## src/sv/hct_pkg.sv

```systemverilog
package hct_pkg;

    // default number of text lines on the idle display
    localparam int TEXT_LINES_DEFAULT = 6;

    localparam int CFG_INDEX_W = 2;
    localparam int CFG_DATA_W  = 16;

    // millisecond counter marks
    localparam logic [9:0] TICK_COLON_FLIP = 10'd499;
    localparam logic [9:0] TICK_LAST       = 10'd999;
    localparam logic [5:0] SIXTY_MINUS_1   = 6'd59;
    localparam logic [2:0] PAGE_STEP       = 3'd2;

    // reset values of the configuration registers
    localparam logic [6:0]  PRESET_HOURS_RST   = 7'd0;
    localparam logic [5:0]  PRESET_MINUTES_RST = 6'd30;
    localparam logic [5:0]  PRESET_SECONDS_RST = 6'd0;
    localparam logic [15:0] PAGE_INTERVAL_RST  = 16'd3000;

    typedef enum logic [CFG_INDEX_W-1:0] {
        CFG_PRESET_HOURS   = 2'd0,
        CFG_PRESET_MINUTES = 2'd1,
        CFG_PRESET_SECONDS = 2'd2,
        CFG_PAGE_INTERVAL  = 2'd3
    } cfg_index_t;

    typedef enum logic [1:0] {
        EV_NONE     = 2'd0,
        EV_STARTED  = 2'd1,
        EV_STOPPED  = 2'd2,
        EV_TIMEOUT  = 2'd3
    } event_t;

    typedef struct packed {
        logic start_pressed;
        logic stop_request;
    } hct_in_t;

    typedef struct packed {
        logic       relay_on;
        logic [6:0] hours_left;
        logic [5:0] minutes_left;
        logic [5:0] seconds_left;
        logic       colon_visible;
        logic [2:0] page_index;
        logic [1:0] event_code;
    } hct_out_t;

endpackage

```

## src/sv/heater_countdown_timer.sv

```systemverilog
// heater relay with an hh:mm:ss countdown, one transaction per millisecond tick
//
// input channel: in_valid / in_stall / in_data carry one tick with the start
// switch and stop line levels. a transaction is taken at a rising edge with
// in_valid high and in_stall low.
// output channel: out_valid / out_stall / out_data carry one result per tick,
// the relay drive, remaining time, colon phase, display page and an event code.
// configuration: cfg_valid / cfg_ready / cfg_index / cfg_data write the presets
// and the page interval; cfg_ready is always high, write only while idle.
//
// the result of a tick is loaded into the output register on the edge that takes
// the tick. throughput is one tick per cycle while the receiver does not stall,
// set by the single state update before the output register. while the output
// register holds a result and the receiver stalls, in_stall is raised and the
// result holds; a new tick is taken in the same cycle the old result leaves.
// reset clears the countdown, heater off, colon shown, page 0, and restores the
// default presets and interval.
module heater_countdown_timer #(
    parameter int TEXT_LINES = hct_pkg::TEXT_LINES_DEFAULT
) (
    input  logic                                clk,
    input  logic                                rst_n,
    input  logic                                in_valid,
    output logic                                in_stall,
    input  hct_pkg::hct_in_t                    in_data,
    output logic                                out_valid,
    input  logic                                out_stall,
    output hct_pkg::hct_out_t                   out_data,
    input  logic                                cfg_valid,
    output logic                                cfg_ready,
    input  logic [hct_pkg::CFG_INDEX_W-1:0]     cfg_index,
    input  logic [hct_pkg::CFG_DATA_W-1:0]      cfg_data
);
    import hct_pkg::*;

    // page wraps to zero once it has reached this line
    localparam logic [4:0] PAGE_WRAP = 5'(TEXT_LINES - 2);

    // configuration registers
    logic [6:0]  preset_hours_reg;
    logic [5:0]  preset_minutes_reg;
    logic [5:0]  preset_seconds_reg;
    logic [15:0] page_interval_reg;

    // timer state
    logic        running_reg,      running_next;
    logic [9:0]  tick_count_reg,   tick_count_next;
    logic [6:0]  hours_reg,        hours_next;
    logic [5:0]  minutes_reg,      minutes_next;
    logic [5:0]  seconds_reg,      seconds_next;
    logic        colon_phase_reg,  colon_phase_next;
    logic [2:0]  page_reg,         page_next;
    logic [15:0] idle_elapsed_reg, idle_elapsed_next;
    event_t      event_next;

    // output register
    logic        out_valid_reg;
    hct_out_t    out_data_reg, out_data_next;

    logic        in_accept;
    logic [9:0]  tick_inc;
    logic [15:0] elapsed_inc;
    logic        clock_zero;

    assign cfg_ready = 1'b1;
    assign in_stall  = out_valid_reg && out_stall;
    assign in_accept = in_valid && !in_stall;
    assign out_valid = out_valid_reg;
    assign out_data  = out_data_reg;

    // configuration writes
    always_ff @(posedge clk or negedge rst_n)
    begin
        if (!rst_n)
        begin
            preset_hours_reg   <= PRESET_HOURS_RST;
            preset_minutes_reg <= PRESET_MINUTES_RST;
            preset_seconds_reg <= PRESET_SECONDS_RST;
            page_interval_reg  <= PAGE_INTERVAL_RST;
        end
        else if (cfg_valid && cfg_ready)
        begin
            case (cfg_index_t'(cfg_index))
                CFG_PRESET_HOURS:   preset_hours_reg   <= cfg_data[6:0];
                CFG_PRESET_MINUTES: preset_minutes_reg <= cfg_data[5:0];
                CFG_PRESET_SECONDS: preset_seconds_reg <= cfg_data[5:0];
                CFG_PAGE_INTERVAL:  page_interval_reg  <= cfg_data;
                default:            ;
            endcase
        end
    end

    assign tick_inc    = tick_count_reg + 10'd1;
    // elapsed counter saturates rather than wrapping
    assign elapsed_inc = (idle_elapsed_reg == 16'hFFFF) ? idle_elapsed_reg
                                                        : idle_elapsed_reg + 16'd1;
    assign clock_zero  = (hours_reg == 7'd0) && (minutes_reg == 6'd0)
                      && (seconds_reg == 6'd0);

    // per-tick state update
    always_comb
    begin
        running_next      = running_reg;
        tick_count_next   = tick_count_reg;
        hours_next        = hours_reg;
        minutes_next      = minutes_reg;
        seconds_next      = seconds_reg;
        colon_phase_next  = colon_phase_reg;
        page_next         = page_reg;
        idle_elapsed_next = elapsed_inc;
        event_next        = EV_NONE;

        if (running_reg)
        begin
            if (in_data.stop_request)
            begin
                // stop wins over a timeout in the same tick
                running_next = 1'b0;
                event_next   = EV_STOPPED;
            end
            else if (clock_zero)
            begin
                running_next = 1'b0;
                event_next   = EV_TIMEOUT;
            end
            else
            begin
                tick_count_next = tick_inc;
                if (tick_inc == TICK_COLON_FLIP)
                begin
                    colon_phase_next = ~colon_phase_reg;
                end
                else if (tick_inc > TICK_LAST)
                begin
                    // one second gone, borrow through minutes and hours
                    tick_count_next = 10'd0;
                    if (seconds_reg != 6'd0)
                    begin
                        seconds_next = seconds_reg - 6'd1;
                    end
                    else
                    begin
                        seconds_next = SIXTY_MINUS_1;
                        if (minutes_reg != 6'd0)
                        begin
                            minutes_next = minutes_reg - 6'd1;
                        end
                        else
                        begin
                            minutes_next = SIXTY_MINUS_1;
                            if (hours_reg != 7'd0)
                            begin
                                hours_next = hours_reg - 7'd1;
                            end
                        end
                    end
                end
            end
        end
        else if (in_data.start_pressed)
        begin
            running_next     = 1'b1;
            tick_count_next  = 10'd0;
            hours_next       = preset_hours_reg;
            minutes_next     = preset_minutes_reg;
            seconds_next     = preset_seconds_reg;
            colon_phase_next = 1'b0;
            event_next       = EV_STARTED;
        end
        else if (elapsed_inc >= page_interval_reg)
        begin
            // idle page step, kept to three bits
            if ({2'b00, page_reg} < PAGE_WRAP)
            begin
                page_next = page_reg + PAGE_STEP;
            end
            else
            begin
                page_next = 3'd0;
            end
            idle_elapsed_next = 16'd0;
        end

        out_data_next.relay_on      = running_next;
        out_data_next.hours_left    = hours_next;
        out_data_next.minutes_left  = minutes_next;
        out_data_next.seconds_left  = seconds_next;
        out_data_next.colon_visible = colon_phase_next;
        out_data_next.page_index    = page_next;
        out_data_next.event_code    = event_next;
    end

    always_ff @(posedge clk or negedge rst_n)
    begin
        if (!rst_n)
        begin
            running_reg      <= 1'b0;
            tick_count_reg   <= 10'd0;
            hours_reg        <= 7'd0;
            minutes_reg      <= 6'd0;
            seconds_reg      <= 6'd0;
            colon_phase_reg  <= 1'b1;
            page_reg         <= 3'd0;
            idle_elapsed_reg <= 16'd0;
        end
        else if (in_accept)
        begin
            running_reg      <= running_next;
            tick_count_reg   <= tick_count_next;
            hours_reg        <= hours_next;
            minutes_reg      <= minutes_next;
            seconds_reg      <= seconds_next;
            colon_phase_reg  <= colon_phase_next;
            page_reg         <= page_next;
            idle_elapsed_reg <= idle_elapsed_next;
        end
    end

    // output register: filled on a taken tick, emptied when the receiver takes it
    always_ff @(posedge clk or negedge rst_n)
    begin
        if (!rst_n)
        begin
            out_valid_reg <= 1'b0;
        end
        else if (in_accept)
        begin
            out_valid_reg <= 1'b1;
        end
        else if (!out_stall)
        begin
            out_valid_reg <= 1'b0;
        end
    end

    always_ff @(posedge clk)
    begin
        if (in_accept)
        begin
            out_data_reg <= out_data_next;
        end
    end

    // a start event always drives the relay
    a_start_heats: assert property (@(posedge clk) disable iff (!rst_n)
        (out_valid && out_data.event_code == EV_STARTED) |-> out_data.relay_on)
        else $error("start event without heater on");

    // a stop or timeout event always drops the relay
    a_stop_cools: assert property (@(posedge clk) disable iff (!rst_n)
        (out_valid && (out_data.event_code == EV_STOPPED
                    || out_data.event_code == EV_TIMEOUT)) |-> !out_data.relay_on)
        else $error("stop event with heater still on");

    // millisecond counter never passes the last tick of a second
    a_tick_range: assert property (@(posedge clk) disable iff (!rst_n)
        tick_count_reg <= TICK_LAST)
        else $error("tick counter out of range");

    // a taken tick always leaves a result in the output register
    a_result_loaded: assert property (@(posedge clk) disable iff (!rst_n)
        in_accept |=> out_valid_reg)
        else $error("taken tick left no result");

endmodule
```

## config.mk

```make
export PLATFORM = sky130hd
export DESIGN_NAME = heater_countdown_timer
export DESIGN_NICKNAME = d
export VERILOG_FILES = /design/src/sv/hct_pkg.sv /design/src/sv/heater_countdown_timer.sv
export SDC_FILE = /design/constraint.sdc
export NUM_CORES = 1
export LEC_CHECK = 0
export BUFFER_PORTS_ARGS = -buffer_cell sky130_fd_sc_hd__buf_4
export CAP_MARGIN = 20
export CORE_ASPECT_RATIO = 0.6
export CORE_UTILIZATION = 63
export CTS_BUF_LIST = sky130_fd_sc_hd__clkbuf_4 sky130_fd_sc_hd__clkbuf_8
export DETAILED_ROUTE_END_ITERATION = 10
export GPL_TIMING_DRIVEN = 0
export PLACE_DENSITY = 0.83
export REMOVE_ABC_BUFFERS = 1
export SLEW_MARGIN = 20
export SYNTH_ARGS = -nofsm -noshare
export SYNTH_HDL_FRONTEND = slang
export SYNTH_SLANG_ARGS = --single-unit
```

## constraint.sdc

```tcl
create_clock -name clk -period 4.8 [get_ports clk]
set_input_delay 0.48 -clock clk [delete_from_list [all_inputs] [get_ports clk]]
set_output_delay 0.48 -clock clk [all_outputs]
set_load 0.05 [all_outputs]
```

==> results of run 1 <==
-- cells in the final DEF (no fill, tap or decap), types with 7 or more instances in the layout --
cell / n
sky130_fd_sc_hd__a21o_1: 12
sky130_fd_sc_hd__a21oi_1: 38
sky130_fd_sc_hd__a22o_1: 7
sky130_fd_sc_hd__a31oi_1: 8
sky130_fd_sc_hd__buf_4: 52
sky130_fd_sc_hd__clkbuf_8: 10
sky130_fd_sc_hd__dfrtp_1: 73
sky130_fd_sc_hd__dfstp_2: 12
sky130_fd_sc_hd__edfxtp_1: 26
sky130_fd_sc_hd__ha_1: 22
sky130_fd_sc_hd__inv_1: 31
sky130_fd_sc_hd__mux2_2: 45
sky130_fd_sc_hd__mux2i_1: 12
sky130_fd_sc_hd__nand2_1: 65
sky130_fd_sc_hd__nand2b_1: 16
sky130_fd_sc_hd__nand3_1: 21
sky130_fd_sc_hd__nand4_1: 11
sky130_fd_sc_hd__nor2_1: 37
sky130_fd_sc_hd__nor2b_1: 11
sky130_fd_sc_hd__nor3_1: 12
sky130_fd_sc_hd__o211ai_1: 10
sky130_fd_sc_hd__o21ai_0: 37
sky130_fd_sc_hd__o22ai_1: 9
sky130_fd_sc_hd__or3_1: 12
sky130_fd_sc_hd__xnor2_1: 11
sky130_fd_sc_hd__xor2_1: 8
-- layer usage --
metal / vias up / share of wire (%) / GRT usage [%]
met3: 41 / 9.5 / 7.53
met5: - / 0 / 0
li1: 2534 / - / -
met4: 0 / 2.3 / 13.4
met2: 296 / 47 / 48.5
met1: 2717 / 41 / 39.7
-- area by class of cell --
type	instances	area, sq um	area share (%)
clock inverters	3	41.3	0.563
clock buffers	13	160	2.18
well taps	135	169	2.30
multi-input cells	495	3430	46.7
repair buffers	56	469	6.39
inverters	32	121	1.65
flip-flops and latches	112	2950	40.2
-- where the power goes --
part	total, W	switching (W)	leakage [nW]	internal (W)
clock	0.000593	0.000320	0.102	0.000272
sequential	0.00143	0.000231	1.29	0.00119
combinational	0.00102	0.000585	1.68	0.000434
total	0.00304	0.00114	3.07	0.00190
-- per-stage QoR --
step	worst slack [ps]	utilization, %	total power, W	hold slack, ps	area (sq um)
finish	555	72.7	0.00304	131	7340
detailed placement	643	70.7	0.00244	491	7130
global placement	-657	69.9	0.00235	462	7050
CTS	594	72.7	0.00302	296	7340
floorplan	938	-	0.00211	184	6490
global route	187	72.7	0.00320	206	7340
-- logic make-up (layout without fill, tap and decap cells) --
| logic type | Yosys count | after routing | share of synthesized area (%) |
|---|---|---|---|
| AND/OR/NAND/NOR | 227 | 227 | 18.3 |
| AO/OA/AOI/OAI | 168 | 168 | 16.6 |
| flip-flops | 112 | 112 | 44.1 |
| buffers and inverters | 78 | 104 | 4.79 |
| multiplexers | 58 | 58 | 9.54 |
| adder cells (fa/ha/maj) | 22 | 22 | 4.11 |
| XOR/XNOR | 19 | 19 | 2.49 |
| other | 1 | 1 | 0.0561 |
-- final timing paths --
kind | start | end | slack [ps] | depth (start not counted)
min in group clk | in_valid | out_valid | 280 | 2
max in group asynchronous | rst_n | running_reg | 4060 | 1
min | rst_n | page_interval_reg[10] | 130 | 1
max | idle_elapsed_reg[0] | idle_elapsed_reg[7] | 550 | 14
min reg2reg | page_reg[0] | page_reg[0] | 510 | 1
max reg2reg | idle_elapsed_reg[0] | idle_elapsed_reg[7] | 550 | 14
==> run summary, run 1 <==
Walking the worst path, the cells encountered are ha_1 -> nand4_1 -> or3_1 -> nand2b_1 -> nor2_1 -> xor2_1 -> ha_1 -> a21oi_1 -> nor2_1 -> o31ai_1 -> o211ai_1 -> buf_4 -> nor2_1 -> a22o_1. The share of the yosys chip area belonging to registers came out at 44.1%. The number of clock buffers inserted by TritonCTS is 9. The netlist area before placement came out at 0.00669 sq mm. The count of final max-slew check failures is 0. The endpoint arrival time on the critical path is 4580 ps. The final-stage net count came out at 753. The width of the die came out at 135 um. Buffers placed on the I/O ports in this run total 52. The slowest stage cell on the critical path is sky130_fd_sc_hd__or3_1.

Based on the critical path, the design can be clocked at up to 236 MHz. The number of standard cells after synthesis is 685. The library cell with the highest instance count after synthesis is sky130_fd_sc_hd__dfrtp_1. The largest net degree at the start of global routing came out at 87. Counting instances in the post-synthesis netlist gives the leading cell types as sky130_fd_sc_hd__dfrtp_1, sky130_fd_sc_hd__nand2_1, sky130_fd_sc_hd__mux2_2. In this run the core area contains 28 standard-cell rows.

The number of remaining DRC errors is 0. The via count of the first global-routing pass came to 5196. The area growth from synthesis to layout is 9.71%. Global routing finished with a remaining overflow of 0. At the worst endpoint, the required time is 5130 ps. The delay of the slowest cell on the worst path came out at 600 ps.

Setup repair after global routing left no endpoint under its margin. The max-cap check violation count is 0. The flip-flop count of the largest register after layout is 26.

The latest clock arrival within the worst-skew pair is 400 ps. The worst setup path is of the flop to flop kind. The maximum buffer depth of the clock tree came out at 2. After synthesis, the cell types taking the most area are sky130_fd_sc_hd__dfrtp_1, sky130_fd_sc_hd__edfxtp_1, sky130_fd_sc_hd__mux2_2.

The top flip-flop cell by instance count after synthesis is sky130_fd_sc_hd__dfrtp_1. The final wirelength came out at 15.9 mm. After clock tree synthesis, the clock-pin slew on the worst setup and hold paths is 100 ps.

The H-tree depth came out at 3. The clock sink count is 112. The first-iteration detailed-routing DRC count came out at 608. The count of filler cells inserted in the layout is 720. Leaving out filler cells and counting taps, the final layout contains 846. The weighted congestion reported at the end of routability-driven placement is 0.860.

Counting stages on the worst path, the most repeated cell is sky130_fd_sc_hd__nor2_1. The via-per-instance ratio came out at 6.61. The count of yosys warnings during synthesis came out at 0. The share of flip-flops with an asynchronous set or reset is 76.8%. The proportion of netlist area held by the largest area contributor came out at 27.7%.

The boundary pin count is 54. The post-placement cell count is 830. Setup violations remaining at the end of the flow were counted as 0. The number of flops mapped to enable cells by yosys came out at 26.

The via count came out at 5588. The number of resized instances in the post-cts repair step is 0. Dividing the detail-routed wire length by the instance count gives 18.7 um. For this run, the total global-route usage over all layers was measured as 30.3%.

The antenna diode count is 0. The final clock skew is 12.9 ps. In this run the worst hold path is classified as input port to async pin. The cell sitting at the root of the clock tree is a sky130_fd_sc_hd__clkbuf_8. In this run the tightest slew margin relative to its limit is 23.7%. For the pin with the worst max-slew slack, the measured transition is 1140 ps. The mean instance size in the synthesized netlist came out at 9.77 sq um. The sum of negative setup slack came out at 0 ps. Cells with a size suffix above 1 make up 20.5% of the layout.

The flow ran to the end, and the final reports show no timing, DRC or antenna violations. The chip height is 81.8 um. The kind of cell with the highest combined delay along the critical path is simple AND/OR/NAND/NOR gates.

The sort of element at the end of the critical path is a flop. The initial core utilization is 66.3%. Counting distinct cell types in the post-synthesis netlist gives 68. The count of antenna-violating nets left after detailed routing came out at 0. The total power per unit cell area is 414 mW/mm^2.

The first-pass iteration count of the detailed router is 6. The area of the core is 0.0101 sq mm. The number of buffers added to fix hold violations after cts came out at 0. After legalization and detailed placement, the total HPWL measured 10.8 mm. The synthesized flop and latch total is 112.

The largest fanout of any net on the critical path came out at 12. The leakage power total came out at 3.07 nW. The die covers 0.0110 sq mm. The maximum VDD drop is 0.223 mV. In the finished design, the share of the clock period the worst path needs comes to 88.4%. The global-route wire length before repair is 25.4 mm. The clock period could shrink to 4250 ps. The worst setup path is launched from a flop. The number of buffers and inverters on the critical path is 1. The post-CTS setup-driven buffer insertion count is 0. The number of hold-slack violations in the final timing report came to 0. The number of antenna violations at the first check in global routing is 0. The CTS tree is built.

The post-synthesis cell type with the largest combined area is sky130_fd_sc_hd__dfrtp_1.
(Power assumes the default switching activity.)
==> run 2: changes to the inputs <==
--- a/config.mk
+++ b/config.mk
@@ -9,9 +9,9 @@
 export CAP_MARGIN = 20
 export CORE_ASPECT_RATIO = 0.6
-export CORE_UTILIZATION = 63
+export CORE_UTILIZATION = 65
 export CTS_BUF_LIST = sky130_fd_sc_hd__clkbuf_4 sky130_fd_sc_hd__clkbuf_8
 export DETAILED_ROUTE_END_ITERATION = 10
 export GPL_TIMING_DRIVEN = 0
-export PLACE_DENSITY = 0.83
+export PLACE_DENSITY = 0.86
 export REMOVE_ABC_BUFFERS = 1
 export SLEW_MARGIN = 20
==> constraint.sdc (replaced) <==
create_clock -name clk -period 4.9 [get_ports clk]
set_input_delay 0.49 -clock clk [delete_from_list [all_inputs] [get_ports clk]]
set_output_delay 0.49 -clock clk [all_outputs]
set_load 0.02 [all_outputs]
==> run summary, run 2 (same netlist as run 1, synthesis figures left out) <==
The final wirelength came out at 15.4 mm. The global-route wire length before repair is 25.3 mm. The analysis attributes to cell leakage a power of 3.08 nW. The floorplan step defined a die boundary enclosing 0.0107 sq mm. The number of clock buffers inserted by TritonCTS is 9. Clock-pin slew was measured on the worst setup and hold paths at 110 ps. The flow ran to the end, and the final reports show no timing, DRC or antenna violations. The class of the tightest hold or removal check is input port to async pin. The number of buffers added to fix hold violations after cts is 0. The via-per-instance ratio is 6.52. The worst setup path is captured at a flop. The slew of the pin with the lowest slew margin is 1090 ps.

Entering global routing, the biggest net connects 87 pins. The final non-filler cell area came out at 0.00736 sq mm. In this run the vertical extent of the chip is 80.6 um. The area of the core came out at 0.00991 sq mm. The smallest clock period supported by the final layout is computed as 4220 ps. For this run, design rule violations remaining after detail routing come to 0. In the final routed layout, each cell accounts on average for 18.2 um.

The post-detailed-placement half-perimeter wirelength came out at 10.5 mm. The H-tree depth is 3. From synthesis to final layout, the design area changed by 10.1%. Leaving out fill and tap cells, the most frequent cell in the layout is sky130_fd_sc_hd__dfrtp_1. The latest clock arrival within the worst-skew pair is 390 ps. The setup path with the least slack is of type flop to flop. Timing analysis after detailed placement gives a worst setup slack of 734 ps. The required time at the worst-slack endpoint is 5180 ps.

The first-pass iteration count of the detailed router is 5. The number of resized instances in the post-cts repair step came out at 0. The post-CTS setup-driven buffer insertion count is 0. The clock arrives with 12.1 ps of skew. The post-route fraction of the period consumed by the critical path came out at 86.2%. The global router's overall resource usage came out at 30.4%.

The startpoint type of the worst setup path is a flop. The boundary pin count came out at 54. The maximum buffer depth of the clock tree came out at 2. After the first detailed-routing iteration, the DRC count stood at 578.

The library cells used most frequently in the layout, excluding fill and tap cells, are sky130_fd_sc_hd__dfrtp_1, sky130_fd_sc_hd__nand2_1, sky130_fd_sc_hd__buf_4, sky130_fd_sc_hd__mux2_2, sky130_fd_sc_hd__a21oi_1. The row count came out at 28. The weighted congestion reported at the end of routability-driven placement came out at 0.876.

Across the VDD grid, the largest voltage drop is 0.212 mV. The detailed router placed 5515 vias in this run. Setup repair after global routing left no endpoint under its margin. The number of antenna violations at the first check in global routing came out at 0.

The number of failing setup endpoints in the final timing report is 0. The endpoint arrival time on the critical path came out at 4510 ps. The final-stage net count came out at 753.

The flip-flop count of the largest register after layout came out at 26. The number of hold-slack violations in the final timing report is 0. The layout cell share with drive strength beyond 1 came out at 20.5%. The placement-stage cell area came out at 0.00713 sq mm. The total power per unit cell area came out at 398 mW/mm^2. The tree built by TritonCTS fans out to 112 sinks. The root buffer cell chosen for the clock tree is sky130_fd_sc_hd__clkbuf_8. Max-cap violations in this run came to 0. In this run the tool buffered the top-level ports with 52 buffer cells. The final worst slack came out at 677 ps.

TritonCTS built the clock tree. The count of antenna-violating nets left after detailed routing came out at 0. The final total power is 0.00293 W.

The final standard cell count with taps included and fillers excluded came out at 846. The largest fanout of any net on the critical path came out at 12. The initial core utilization is 67.5%. The width of the die came out at 133 um. The count of final max-slew check failures is 0. The maximum operating frequency is 237 MHz.

Once placement completed, the tool counted placed cells totaling 830. The total overflow reported by the global router came out at 0. Measured in cells, the most critical reg-to-reg path has a length of 13. The worst slew margin relative to its limit came out at 27.6%. The antenna diode count is 0. The via count of the first global-routing pass was 5102.
run 2: changes by cell type in the layout (fill, tap and decap cells not counted):
cell and delta:
sky130_fd_sc_hd__clkbuf_8 -1, sky130_fd_sc_hd__inv_8 +1, sky130_fd_sc_hd__bufinv_16 +1, sky130_fd_sc_hd__clkbuf_4 -3, sky130_fd_sc_hd__clkinv_4 +1, sky130_fd_sc_hd__inv_6 +2
sky130_fd_sc_hd__clkinvlp_4 -1
run 2: layout make-up:
cell class                 instances  area [sq um]
clock buffer                       9           124
tap                              135           169
sequential                       112          2950
clock inverter                     7           101
inverter                          32           121
fill                             689          2550
timing repair buffer              56           469
multi-input combinational        495          3430
run 2: worst max-delay path, stage by stage (launching register included):
cell and delay [ps]:
sky130_fd_sc_hd__dfrtp_1 490, sky130_fd_sc_hd__and4_1 260, sky130_fd_sc_hd__nand4_1 160, sky130_fd_sc_hd__or3_1 590
sky130_fd_sc_hd__nand2b_1 310, sky130_fd_sc_hd__nor2_1 110, sky130_fd_sc_hd__xor2_1 150, sky130_fd_sc_hd__ha_1 300
sky130_fd_sc_hd__nand3_1 80, sky130_fd_sc_hd__o21a_1 170, sky130_fd_sc_hd__o211ai_1 650, sky130_fd_sc_hd__buf_4 310
sky130_fd_sc_hd__and2_1 170, sky130_fd_sc_hd__mux2_2 340
run 2: power breakdown:
| group | switching [W] | internal, W |
|---|---|---|
| logic | 0.000490 | 0.000421 |
| registers | 0.000226 | 0.00117 |
| clock network | 0.000329 | 0.000295 |
run 2: final timing paths:
check,start,to,slack [ps]
max in group asynchronous,rst_n,running_reg,4140
hold / removal,rst_n,page_interval_reg[10],120
min in group clk,in_valid,out_valid,320
hold reg to reg,page_reg[0],page_reg[0],500
setup / recovery,idle_elapsed_reg[3],page_reg[2],680
setup reg to reg,idle_elapsed_reg[3],page_reg[2],680
run 2: routing by layer:
layer | share of wire (%) | GRT usage (%) | up-vias | wire, um
met4 | 1.5 | 9.66 | 0 | 233
met1 | 43 | 41.4 | 2687 | 6640
met2 | 48 | 49.2 | 277 | 7320
li1 | - | - | 2524 | -
met5 | 0 | 0 | - | 0
met3 | 7.6 | 5.74 | 27 | 1170
run 2: stage by stage:
| stage | setup TNS, ps | hold slack [ps] | utilization, % |
|---|---|---|---|
| after floorplan | 0 | 194 | - |
| after global placement | -5800 | 462 | 71.1 |
| after detailed placement | 0 | 486 | 72.0 |
| after CTS | 0 | 316 | 74.2 |
| after global routing | 0 | 223 | 74.3 |
| final | 0 | 116 | 74.3 |
